<file path="config.mk">
export PLATFORM = sky130hd
export DESIGN_NAME = ikh_ctrl
export DESIGN_NICKNAME = d
export VERILOG_FILES = /design/src/rtl/int_key_chained_hash_table_unit_assert.svh /design/src/rtl/ikh_pkg.sv /design/src/rtl/ikh_ctrl.sv
export SDC_FILE = /design/constraint.sdc
export NUM_CORES = 1
export LEC_CHECK = 0
export BUFFER_PORTS_ARGS = -buffer_cell sky130_fd_sc_hd__buf_2
export CORE_AREA = 2 2 39 41
export DETAILED_ROUTE_END_ITERATION = 12
export DIE_AREA = 0 0 41 43
export GPL_ROUTABILITY_DRIVEN = 0
export PLACE_DENSITY = 0.55
export SLEW_MARGIN = 20
export SYNTH_ARGS = -nofsm -noshare
export SYNTH_HDL_FRONTEND = slang
export SYNTH_SLANG_ARGS = --single-unit
</file>
<file path="constraint.sdc">
create_clock -name clock -period 0.95 [get_ports clock]
set_clock_uncertainty 0.1 [all_clocks]
set_input_delay 0.0475 -clock clock [delete_from_list [all_inputs] [get_ports clock]]
set_output_delay 0.0475 -clock clock [all_outputs]
set_load 0.03 [all_outputs]
</file>
<file path="src/rtl/int_key_chained_hash_table_unit_assert.svh">
// Assertion macros shared by the hash table RTL.
// Included by the top level; no other dependencies.
`ifndef INT_KEY_CHAINED_HASH_TABLE_UNIT_ASSERT_SVH
`define INT_KEY_CHAINED_HASH_TABLE_UNIT_ASSERT_SVH
// implication checked on every clock edge outside reset
`define IKH_ASSERT_IMP(label, clk, rst, ante, cons, msg) \
   label: assert property (@(posedge clk) disable iff (rst) (ante) |-> (cons)) \
      else $error(msg);
// next-cycle implication
`define IKH_ASSERT_NEXT(label, clk, rst, ante, cons, msg) \
   label: assert property (@(posedge clk) disable iff (rst) (ante) |=> (cons)) \
      else $error(msg);
`endif

</file>
<file path="src/rtl/ikh_pkg.sv">
// Package for the integer key hash table: sizes, codes, command/status structs.
// No dependencies.
`timescale 1ns / 1ps
package ikh_pkg;
   localparam int NumBuckets  = 16;
   localparam int BucketDepth = 8;
   localparam int SlotTotal   = NumBuckets * BucketDepth;
   localparam int BktW        = $clog2(NumBuckets);
   localparam int PosW        = $clog2(BucketDepth);
   localparam int FillW       = $clog2(BucketDepth + 1);
   localparam int SlotW       = $clog2(SlotTotal);
   localparam int CntW        = 8;

   localparam logic [1:0] MODE_SET = 2'd0;
   localparam logic [1:0] MODE_GET = 2'd1;
   localparam logic [1:0] MODE_DEL = 2'd2;

   localparam logic [0:0] REG_BUCKET_COUNT = 1'd0;

   typedef struct packed {
      logic start;     // latch request, begin hashing
      logic rd;        // issue read of entry at pos
      logic chk;       // compare read data
      logic wr_set;    // write key/value at pos (set)
      logic shift_rd;  // read entry pos+1 for shift
      logic shift_wr;  // write shifted entry at pos, advance pos
      logic commit;    // update counts, form result
      logic pos_inc;   // advance scan position
   } ikh_cmd_type;

   typedef struct packed {
      logic hash_done;
      logic at_fill;   // pos == fill
      logic hit;       // compare matched
      logic full;      // fill == depth
      logic shift_end; // pos+1 >= fill
      logic [1:0] mode;
   } ikh_sts_type;

   function automatic logic [7:0] hex_char(input logic [3:0] nib);
      hex_char = (nib < 4'd10) ? (8'h30 + {4'd0, nib}) : (8'h57 + {4'd0, nib});
   endfunction
endpackage

</file>
<file path="src/rtl/ikh_ctrl.sv">
// Controller: sequences hash, bucket scan, write or shift, and result transfer.
// Depends on ikh_pkg.
`timescale 1ns / 1ps
module ikh_ctrl
   import ikh_pkg::*;
(
   input  logic        clock,
   input  logic        reset,
   input  logic        req_valid,
   output logic        req_ready,
   output logic        rsp_valid,
   input  logic        rsp_ready,
   input  ikh_sts_type sts,
   output ikh_cmd_type cmd
);
   typedef enum logic [2:0] {
      S_IDLE, S_HASH, S_READ, S_CHECK, S_SHIFT_RD, S_SHIFT_WR, S_COMMIT, S_RESP
   } state_type;
   state_type state_ff, state_in;
   logic      rsp_valid_ff, rsp_valid_in;

   assign req_ready = (state_ff == S_IDLE) && (!rsp_valid_ff || rsp_ready);
   assign rsp_valid = rsp_valid_ff;

   always_comb begin
      state_in = state_ff;
      rsp_valid_in = rsp_valid_ff && !rsp_ready;
      cmd = '0;
      unique case (state_ff)
         S_IDLE: begin
            if (req_valid && req_ready) begin
               cmd.start = 1'b1;
               state_in = S_HASH;
            end
         end
         S_HASH: if (sts.hash_done) state_in = S_READ;
         S_READ: begin
            if (sts.at_fill) begin
               if (sts.mode == MODE_SET && !sts.full) cmd.wr_set = 1'b1;
               state_in = S_COMMIT;
            end else begin
               cmd.rd = 1'b1;
               state_in = S_CHECK;
            end
         end
         S_CHECK: begin
            cmd.chk = 1'b1;
            if (sts.hit) begin
               unique case (sts.mode)
                  MODE_SET: begin
                     cmd.wr_set = 1'b1;
                     state_in = S_COMMIT;
                  end
                  MODE_DEL: state_in = sts.shift_end ? S_COMMIT : S_SHIFT_RD;
                  default:  state_in = S_COMMIT;
               endcase
            end else begin
               cmd.pos_inc = 1'b1;
               state_in = S_READ;
            end
         end
         S_SHIFT_RD: begin
            cmd.shift_rd = 1'b1;
            state_in = S_SHIFT_WR;
         end
         S_SHIFT_WR: begin
            cmd.shift_wr = 1'b1;
            state_in = sts.shift_end ? S_COMMIT : S_SHIFT_RD;
         end
         S_COMMIT: begin
            cmd.commit = 1'b1;
            state_in = S_RESP;
         end
         S_RESP: begin
            rsp_valid_in = 1'b1;
            state_in = S_IDLE;
         end
         default: state_in = S_IDLE;
      endcase
   end

   always_ff @(posedge clock) begin
      if (reset) begin
         state_ff <= S_IDLE;
         rsp_valid_ff <= 1'b0;
      end else begin
         state_ff <= state_in;
         rsp_valid_ff <= rsp_valid_in;
      end
   end
endmodule

</file>
### Word-level counts from Yosys, hierarchy flattened

Cells that the tools add are included.

* register bits: 4
* bits of input ports: 11
* output and inout port bits: 10

* reductions and logical operators: 11
* muxes and demuxes: 23
* equal/unequal tests: 10

Operators with widths (number)
* one-hot mux 3 bit (8 select lines): 1
* 2-to-1 mux 1 bit: 15
* equality test 3 bit (second input constant): 4
* 2-to-1 mux 3 bit: 4
* equality test 3 x 2 -> 1 bit (second input constant): 2
* logical AND 1 bit: 4
* 2-to-1 mux 2 bit: 2
* equality test 3 x 1 -> 1 bit (second input constant): 1
* zero test 1 bit: 3
* zero test 3 bit: 1
* equality test 2 bit (second input constant): 1
* zero test 2 bit: 1
* != test 2 x 1 -> 1 bit (second input constant): 1
* != test 2 bit (second input constant): 1
* one-hot mux 1 bit (2 select lines): 1
* AND reduction 2 bit: 1
* logical OR 1 bit: 1

### Logic depth before layout (Yosys ltp)

Gate-level depths: netlist of the first run.

* depth in word-level cells: 6
* depth in mapped cells: 4

### Least setup slack after synthesis of the first run

No wires, ideal clock.

* path kind: register to output
* from: reg state_ff[1]
* to: out cmd[4] (netlist name)
* stages on the path, launching flop included: 4
* arrival time: 1476 ps
* buffers on the path: 1
* setup slack: -674 ps
* cell sequence: dfxtp_1 -> buf_6 -> nand2b_2 -> nor4_1

RTL lines
* start, declared: RTL line ikh_ctrl.sv:19 `state_type state_ff, state_in;`
* start signal, assigned: RTL line ikh_ctrl.sv:87 `state_ff <= state_in;`
* end, declared: RTL line ikh_ctrl.sv:14 `output ikh_cmd_type cmd`

==> results of run 1 <==
==> metal layers <==
layer | up-vias | share of wire
met4 | 0 | 0.038
met1 | 208 | 0.39
li1 | 218 | -
met3 | 5 | 0.060
met2 | 20 | 0.51
met5 | - | 0
==> worst reg2reg max path: stages, from the launching register on <==
cell,delay [ns]
dfxtp_4,0.38
buf_4,0.14
buf_6,0.11
buf_4,0.13
o41ai_2,0.20
==> state kept, by name (all words and copies together), names as in the netlist <==
name	flops
state_ff	3
rsp_valid	1
==> cell usage in the layout (no fill, tap or decap), types with 3 or more instances in the layout <==
| cell type | n |
|---|---|
| buf_2 | 11 |
| buf_4 | 10 |
| clkbuf_4 | 3 |
| buf_6 | 13 |
| and3_4 | 3 |
| dfxtp_4 | 4 |
==> timing repair <==
action / 4_1_cts / 5_1_grt
pin swaps: 8 / 6
hold buffers: 2 / 0
setup buffers: 4 / 5
setup endpoints to repair: 13 / 14
endpoints found under the hold margin: 4 / 0
resized for setup: 32 / 17
==> worst min-delay path by stage <==
stage	end	slack [ns]	cells past startpoint
after global placement	rsp_valid	0.18	2
after floorplan	rsp_valid	0.007	1
after global routing	state_ff[0]	0.04	4
final	state_ff[0]	0.03	4
after CTS	state_ff[0]	-0.001	4
after detailed placement	rsp_valid	0.18	2
==> area by class of cell <==
type	instances	area, um^2	share of cell area
multi-input cells	29	324	0.413
inverters	4	22.5	0.0287
clock buffers	4	26.3	0.0335
repair buffers	36	297	0.378
flip-flops and latches	4	95.1	0.121
well taps	16	20.0	0.0255
==> cells in the mapped netlist (2+ instances only) <==
| cell type | n |
|---|---|
| o21ai_0 | 3 |
| buf_6 | 2 |
| dfxtp_1 | 4 |
| inv_1 | 4 |
| a21oi_1 | 3 |
| and3_2 | 3 |
| nor3_1 | 3 |
| nor2_1 | 3 |
==> power by group through the flow <==
stage / sequential, mW / combinational (mW) / clock [mW]
2_1_floorplan: 0.191 / 0.236 / 0
3_3_place_gp: 0.215 / 0.287 / 0
3_5_place_dp: 0.215 / 0.289 / 0
4_1_cts: 0.218 / 0.379 / 0.264
5_1_grt: 0.228 / 0.489 / 0.288
6_report: 0.224 / 0.461 / 0.261
==> kinds of logic after synthesis <==
logic type,synth area share
simple gates,0.387
flops,0.241
buf+inv,0.135
compound gates,0.237
==> out/metrics.yaml, run 1 <==
worst_setup_path:
  startpoint_type: "register"
  critPathMaxFanout: 5
  r2r_start: "state_ff[0]"
  cp-end-kind: "output pin"
  critical_path_buf_inv_count: 1
  crit_chain: "nor4b_4 > and2_4 > buf_6"
  worstSetupEndpoint: "cmd[7]"
  reg2regPathDepth: 4
  critical_path_required_ns: 0.80
  critical_path.max_stage_delay_ns: 0.36
  critical-path-top-delay-family: "simple AND/OR/NAND/NOR gates"
  r2r_end: "state_ff[0]"
  critPathKind: "reg2out"
  cp.depth: 3
  crit_arrival_ns: 1.22
  reg2reg_slack_ns: -0.22
  cpMaxStageDelayCell: "dfxtp_4"
  cp-startpoint: "state_ff[2]"
pwr:
  pwr-share-comb: 0.487
  power.leakage_nw: 0.352
  powerDensity_nw_per_um2: 1210
  clockPowerShare: 0.276
  finalPower_uw: 946
  ir_worst_vdd_v: 0.000693
  switching_share: 0.387
  p_sw_uw: 366
  p_int_uw: 580
  p_seq_frac: 0.237
die:
  die-width_um: 41
  start_util: 0.241
  core_area_um2: 1380
  io_pins: 21
  rows: 14
  dieArea_um2: 1760
  die_h_um: 43
cts:
  h-tree-depth: 1
  clk_latency_ns: 0.25
  clock_path_buffers: 2
  cts_buffers: 3
  numClockSinks: 4
  cts.clk_slew.worst_paths_ns: 0.05
  cts_tree: "yes"
  root_buffer: "clkbuf_4"
global_route:
  met1_usage: 0.170
  globalRouteMet2Util: 0.238
  grt_use_total: 0.163
  grt_pass1_vias: 426
  grt_max_degree: 8
  grt_pass1_wl_um: 1790
  antenna_found_initial: 0
  grt_util_met3: 0.0628
  grt-busiest-layer: "met2"
  gr-total-overflow: 0
yosys:
  ys.flop_type: "dfxtp_1"
  syn_area_per_cell_um2: 8.32
  ys_ff_latch: 4
  syn_inst: 40
  seq_area_frac_synth: 0.241
  synthArstFlopShare: 0
  synth_area_leaders: "dfxtp_1, nor4b_4, and3_2"
  synth_cell_types: 23
  yosys.area.top_type: "dfxtp_1"
  synth_edf_count: 0
  synth_top_cell_area_share: 0.241
  yosysWarnings: 0
  synth_nets: 51
  netlist_area_um2: 333
cells_and_area:
  syn_to_final_growth_pct: 136
  drive_gt1_frac: 0.831
  postLayoutCellArea_um2: 785
  filler_cell_count: 120
  fin_nets: 89
  post-route-util: 0.567
  antenna-diode-count: 0
  fin_cells: 93
drt:
  dr.first_iter.drc_count: 1
  viasPerCell: 4.85
  drc: 0
  wire_per_inst_um: 13.3
  detail-route-antenna-nets: 0
  dr.pass1.iters: 2
  route.vias.total: 451
  totalWireLength_um: 1240
placed_design:
  io_buffers: 20
  place_ws_ns: -0.264
  place_area_um2: 513
  dp.cells: 79
  dp_hpwl_um: 736
sta:
  rsz0062_at_grt: "true"
  finalSetupViolCount: 13
  timing.hold.ws_ns: 0.0285
  tns_ns: -4.00
  slew_viol_final: 0
  final.setup.worst_slack_ns: -0.415
  hold_violations: 0
  fin_crit_ns: 1.37
  worstMarginPinSlew_ns: 0.303
  fin_crit_sh: 1.44
  slew-limit-headroom: 0.798
  max_freq_mhz: 732
run_status:
  status: "finished with violations"
  violations: "negative setup slack"
run:
  maxCapViolations: 0
worst_hold_path:
  hold_path.class: "in2reg"
  hold_start: "sts[6]"
Note: power is estimated with default switching activity, not from simulation.
==> inputs of run 2 (changes only) <==
==> constraint.sdc (replaced) <==
create_clock -name clock -period 0.95 [get_ports clock]
set_clock_uncertainty 0.1 [all_clocks]
set_input_delay 0.095 -clock clock [delete_from_list [all_inputs] [get_ports clock]]
set_output_delay 0.095 -clock clock [all_outputs]
set_load 0.03 [all_outputs]
==> run 2 against run 1 <==
Effect of this change:
- routed wire length fell by 20%
- clock power fell by 9.2%
- via count fell by 7.3%
- critical path depth did not move
- critical endpoint unchanged
- sequential cell count did not move
- the run ends with negative hold slack, negative setup slack left
- critical path type unchanged
- die area did not move
- final cell count fell by 4.3%
- setup slack got worse by 0.011 ns
==> out/metrics.yaml, run 2 (same netlist as run 1, synthesis figures left out) <==
sta:
  hold_violations: 1
  tns_ns: -3.69
  finalSetupViolCount: 12
  final.setup.worst_slack_ns: -0.426
  fin_crit_sh: 1.45
  timing.hold.ws_ns: -0.0429
  fin_crit_ns: 1.38
  slew_viol_final: 0
  max_freq_mhz: 727
  worstMarginPinSlew_ns: 0.232
  rsz0062_at_grt: "true"
  slew-limit-headroom: 0.843
die:
  core_area_um2: 1380
  start_util: 0.241
  rows: 14
  die_h_um: 43
  dieArea_um2: 1760
  io_pins: 21
  die-width_um: 41
worst_setup_path:
  startpoint_type: "register"
  crit_chain: "nor4b_4 > and2_4 > buf_6"
  cpMaxStageDelayCell: "dfxtp_4"
  critPathMaxFanout: 7
  reg2reg_slack_ns: -0.16
  critical_path_required_ns: 0.75
  crit_arrival_ns: 1.18
  reg2regPathDepth: 3
  r2r_end: "state_ff[1]"
  critical_path.max_stage_delay_ns: 0.37
  critPathKind: "reg2out"
  cp-end-kind: "output pin"
  r2r_start: "state_ff[2]"
run:
  maxCapViolations: 0
cells_and_area:
  largest_register: "state_ff"
  antenna-diode-count: 0
  final_cell_mix: "buf_2, buf_4, buf_6, dfxtp_4"
  postLayoutCellArea_um2: 647
  drive_gt1_frac: 0.726
  final_common_cell: "buf_2"
  syn_to_final_growth_pct: 94.4
  largest_reg_flops: 3
  fin_nets: 85
cts:
  cts_tree: "yes"
  cts_buffers: 3
  h-tree-depth: 1
  cts.clk_slew.worst_paths_ns: 0.04
  root_buffer: "clkbuf_4"
  cts_hold_buf: 1
  clock_path_buffers: 2
  numClockSinks: 4
  clk_latency_ns: 0.24
drt:
  dr_wl_met2_um: 491
  detail-route-antenna-nets: 0
  routed-wl-met3_um: 79
  wirelength_met1_um: 401
  highest_layer: "met4"
  dr.pass1.iters: 4
  drc: 0
  viasPerCell: 4.70
  totalWireLength_um: 986
  wire_per_inst_um: 11.1
  route.vias.total: 418
  dr.first_iter.drc_count: 2
placed_design:
  place_area_um2: 528
  io_buffers: 20
  dp_hpwl_um: 766
global_route:
  grt_max_degree: 9
  grt_use_total: 0.140
  antenna_found_initial: 0
  gr-total-overflow: 0
  grt_pass1_wl_um: 1590
  grt_pass1_vias: 398
worst_hold_path:
  holdPathEnd: "state_ff[0]"
  hold_start: "reset"
  min_path_cells: 2
  hold_path.class: "in2reg"
pwr:
  finalPower_uw: 798
  p_sw_uw: 284
  clockPowerShare: 0.297
  ir_worst_vdd_v: 0.000904
  pwr-share-comb: 0.428
  switching_share: 0.355
  power.leakage_nw: 0.318
  p_int_uw: 515
  p_seq_frac: 0.275
  powerDensity_nw_per_um2: 1230
run_status:
  violations: "negative hold slack, negative setup slack"
  status: "finished with violations"
## run 2: cell types whose count changed in the layout (fill, tap and decap cells not counted), sizes merged
cell	delta
buf	-3
clkinvlp	-2
dlygate4sd3	-1
inv	+2
## run 2: per-layer routing
metal,up-vias,global-route usage
li1,212,-
met1,186,0.153
met2,18,0.213
met3,2,0.0628
met4,0,0.0800
met5,-,0
## run 2: critical path: cells and delay by family, from the launching register on
family / cells / cell delay [ns]
simple gates: 2 / 0.45
buf+inv: 1 / 0.12
flops: 1 / 0.37
## run 2: worst max-delay path by stage
| stage | start | slack (ns) | cells past startpoint | to |
|---|---|---|---|---|
| after CTS | state_ff[0] | -0.44 | 3 | cmd[7] |
| final | state_ff[1] | -0.43 | 3 | cmd[7] |
| after detailed placement | state_ff[1] | -0.34 | 4 | state_ff[1] |
| after global placement | state_ff[1] | -0.32 | 3 | cmd[4] |
| after global routing | state_ff[0] | -0.48 | 4 | cmd[4] |
| after floorplan | state_ff[0] | -0.48 | 3 | cmd[7] |
## run 2: final cells by class
cell class / count / area [um^2]
Multi-Input combinational cell: 29 / 250
Sequential cell: 4 / 95.1
Fill cell: 142 / 737
Clock buffer: 4 / 26.3
Tap cell: 16 / 20.0
Inverter: 4 / 15.0
Timing Repair Buffer: 32 / 240
## run 2: per-stage QoR
stage / util / cells / worst slack (ns)
2_1_floorplan: - / 40 / -0.480
3_3_place_gp: 0.382 / 81 / -0.324
3_5_place_dp: 0.382 / 81 / -0.336
4_1_cts: 0.438 / 87 / -0.438
5_1_grt: 0.467 / 89 / -0.480
6_report: 0.467 / 89 / -0.426
## run 2: power by group through the flow
stage | sequential, mW | clock [mW] | combinational (mW)
2_1_floorplan | 0.191 | 0 | 0.237
3_3_place_gp | 0.217 | 0 | 0.296
3_5_place_dp | 0.217 | 0 | 0.297
4_1_cts | 0.219 | 0.248 | 0.325
5_1_grt | 0.224 | 0.263 | 0.370
6_report | 0.219 | 0.237 | 0.342
## run 2: what timing repair did
| item | 4_1_cts | 5_1_grt |
|---|---|---|
| pin swaps | 2 | 2 |
| hold endpoints to repair | 3 | 1 |
| resized for setup | 14 | 11 |
| setup buffers | 1 | 2 |
| setup endpoints to repair | 14 | 13 |
==> inputs of run 3 (changes only) <==
--- a/config.mk
+++ b/config.mk
@@ -11,6 +11,7 @@
 export DIE_AREA = 0 0 41 43
 export GPL_ROUTABILITY_DRIVEN = 0
 export PLACE_DENSITY = 0.55
+export SKIP_LAST_GASP = 1
 export SLEW_MARGIN = 20
 export SYNTH_ARGS = -nofsm -noshare
 export SYNTH_HDL_FRONTEND = slang
==> run 3 against run 2 <==
Effect of this change:
- the run still ends with negative hold slack, negative setup slack left
- design area decreased by 0.58%
- hold slack about the same
- register-to-register slack about the same
- routed wire length decreased by 0.10%
- power about the same
- sequential power about the same
- final cell count unchanged
- sequential cell count unchanged
- maximum frequency about the same
- first-iteration DRC count unchanged
- sequential share of layout area increased by 0.086 points
- combinational power about the same
- critical path type unchanged
- largest cell class unchanged
- largest power group unchanged
==> out/metrics.yaml, run 3 (same netlist as run 1, synthesis figures left out) <==
run_status:
  status: "finished with violations"
  violations: "negative hold slack, negative setup slack"
pwr:
  pwr-share-comb: 0.428
  switching_share: 0.355
  p_seq_frac: 0.275
  power.leakage_nw: 0.316
  p_sw_uw: 284
  powerDensity_nw_per_um2: 1240
  ir_worst_vdd_v: 0.000903
  clockPowerShare: 0.297
  p_int_uw: 515
cells_and_area:
  final_common_cell: "buf_2"
  antenna-diode-count: 0
  largest_register: "state_ff"
  syn_to_final_growth_pct: 93.2
  filler_cell_count: 141
  final_cell_mix: "buf_2, buf_4, buf_6, dfxtp_4"
  drive_gt1_frac: 0.726
  fin_cells: 89
  fin_nets: 85
  largest_reg_flops: 3
placed_design:
  place_ws_ns: -0.336
  io_buffers: 20
  dp.cells: 81
  dp_hpwl_um: 766
drt:
  highest_layer: "met4"
  viasPerCell: 4.70
  routed-wl-met3_um: 79
  totalWireLength_um: 985
  wire_per_inst_um: 11.1
  dr.pass1.iters: 2
  drc: 0
  dr_wl_met2_um: 491
  dr.first_iter.drc_count: 2
  detail-route-antenna-nets: 0
  route.vias.total: 418
  wirelength_met1_um: 400
worst_hold_path:
  min_path_cells: 2
  hold_path.class: "in2reg"
die:
  die_h_um: 43
  start_util: 0.241
  core_area_um2: 1380
  die-width_um: 41
  rows: 14
  dieArea_um2: 1760
  io_pins: 21
cts:
  h-tree-depth: 1
  cts.clk_slew.worst_paths_ns: 0.04
  cts_buffers: 3
  cts_tree: "yes"
  clock_path_buffers: 2
  cts_hold_buf: 1
  clk_latency_ns: 0.24
  numClockSinks: 4
  root_buffer: "clkbuf_4"
global_route:
  gr-total-overflow: 0
  grt_use_total: 0.140
  grt_pass1_vias: 398
  grt_max_degree: 9
  antenna_found_initial: 0
  grt_pass1_wl_um: 1590
sta:
  max_freq_mhz: 727
  fin_crit_ns: 1.38
  rsz0062_at_grt: "true"
  timing.hold.ws_ns: -0.0430
  fin_crit_sh: 1.45
  slew-limit-headroom: 0.843
  final.setup.worst_slack_ns: -0.426
  worstMarginPinSlew_ns: 0.232
  slew_viol_final: 0
  hold_violations: 1
  finalSetupViolCount: 12
worst_setup_path:
  critical_path_required_ns: 0.75
  critPathMaxFanout: 7
  crit_arrival_ns: 1.18
  cp-end-kind: "output pin"
  startpoint_type: "register"
  reg2regPathDepth: 3
  critPathKind: "reg2out"
run:
  maxCapViolations: 0
## run 3: cell types whose count changed in the layout (fill, tap and decap cells not counted)
| cell | delta |
|---|---|
| buf_4 | +1 |
| buf_6 | -1 |
## run 3: power groups by stage
stage,Sequential [mW],Clock (mW),Combinational (mW)
floorplan,0.191,0,0.237
global placement,0.217,0,0.296
detailed placement,0.217,0,0.297
CTS,0.219,0.248,0.323
global route,0.224,0.263,0.370
finish,0.219,0.237,0.342
## run 3: area by class of cell
cell class,instances,area (um^2),area share
multi-input cells,29,250,0.389
repair buffers,32,236,0.368
flip-flops and latches,4,95.1,0.148
clock buffers,4,26.3,0.0409
well taps,16,20.0,0.0311
inverters,4,15.0,0.0233
## run 3: metrics by stage
stage / hold slack, ns / instance area, um^2 / total power [mW] / utilization / setup TNS [ns]
2_1_floorplan: 0.0544 / 382 / 0.428 / - / -2.20
3_3_place_gp: 0.230 / 528 / 0.512 / 0.382 / -3.25
3_5_place_dp: 0.236 / 528 / 0.514 / 0.382 / -3.29
4_1_cts: -0.0416 / 602 / 0.790 / 0.435 / -4.08
5_1_grt: -0.0450 / 643 / 0.856 / 0.465 / -4.35
6_report: -0.0430 / 643 / 0.798 / 0.465 / -3.70
## run 3: repair_timing
action,CTS,global route
cloned,0,0
hold endpoints to repair,3,1
setup buffers,1,2
endpoints found under the setup margin,14,13
pin swaps,2,2
resized for setup,13,11
## run 3: critical path: stages, from the launching register on
cell	delay, ns
dfxtp_4	0.37
nor4b_4	0.27
and2_4	0.18
buf_6	0.12
## run 3: final timing paths
kind / start / end / slack, ns
worst max-delay path: state_ff[1] / cmd[7] / -0.43
worst min-delay path: reset / state_ff[0] / -0.04
worst max register to register: state_ff[2] / state_ff[1] / -0.16
worst min register to register: state_ff[1] / state_ff[2] / 0.46
## run 3: layer usage
layer | vias up | global-route usage
met4 | 0 | 0.0800
met2 | 18 | 0.213
met1 | 186 | 0.153
li1 | 212 | -
met3 | 2 | 0.0628
met5 | - | 0
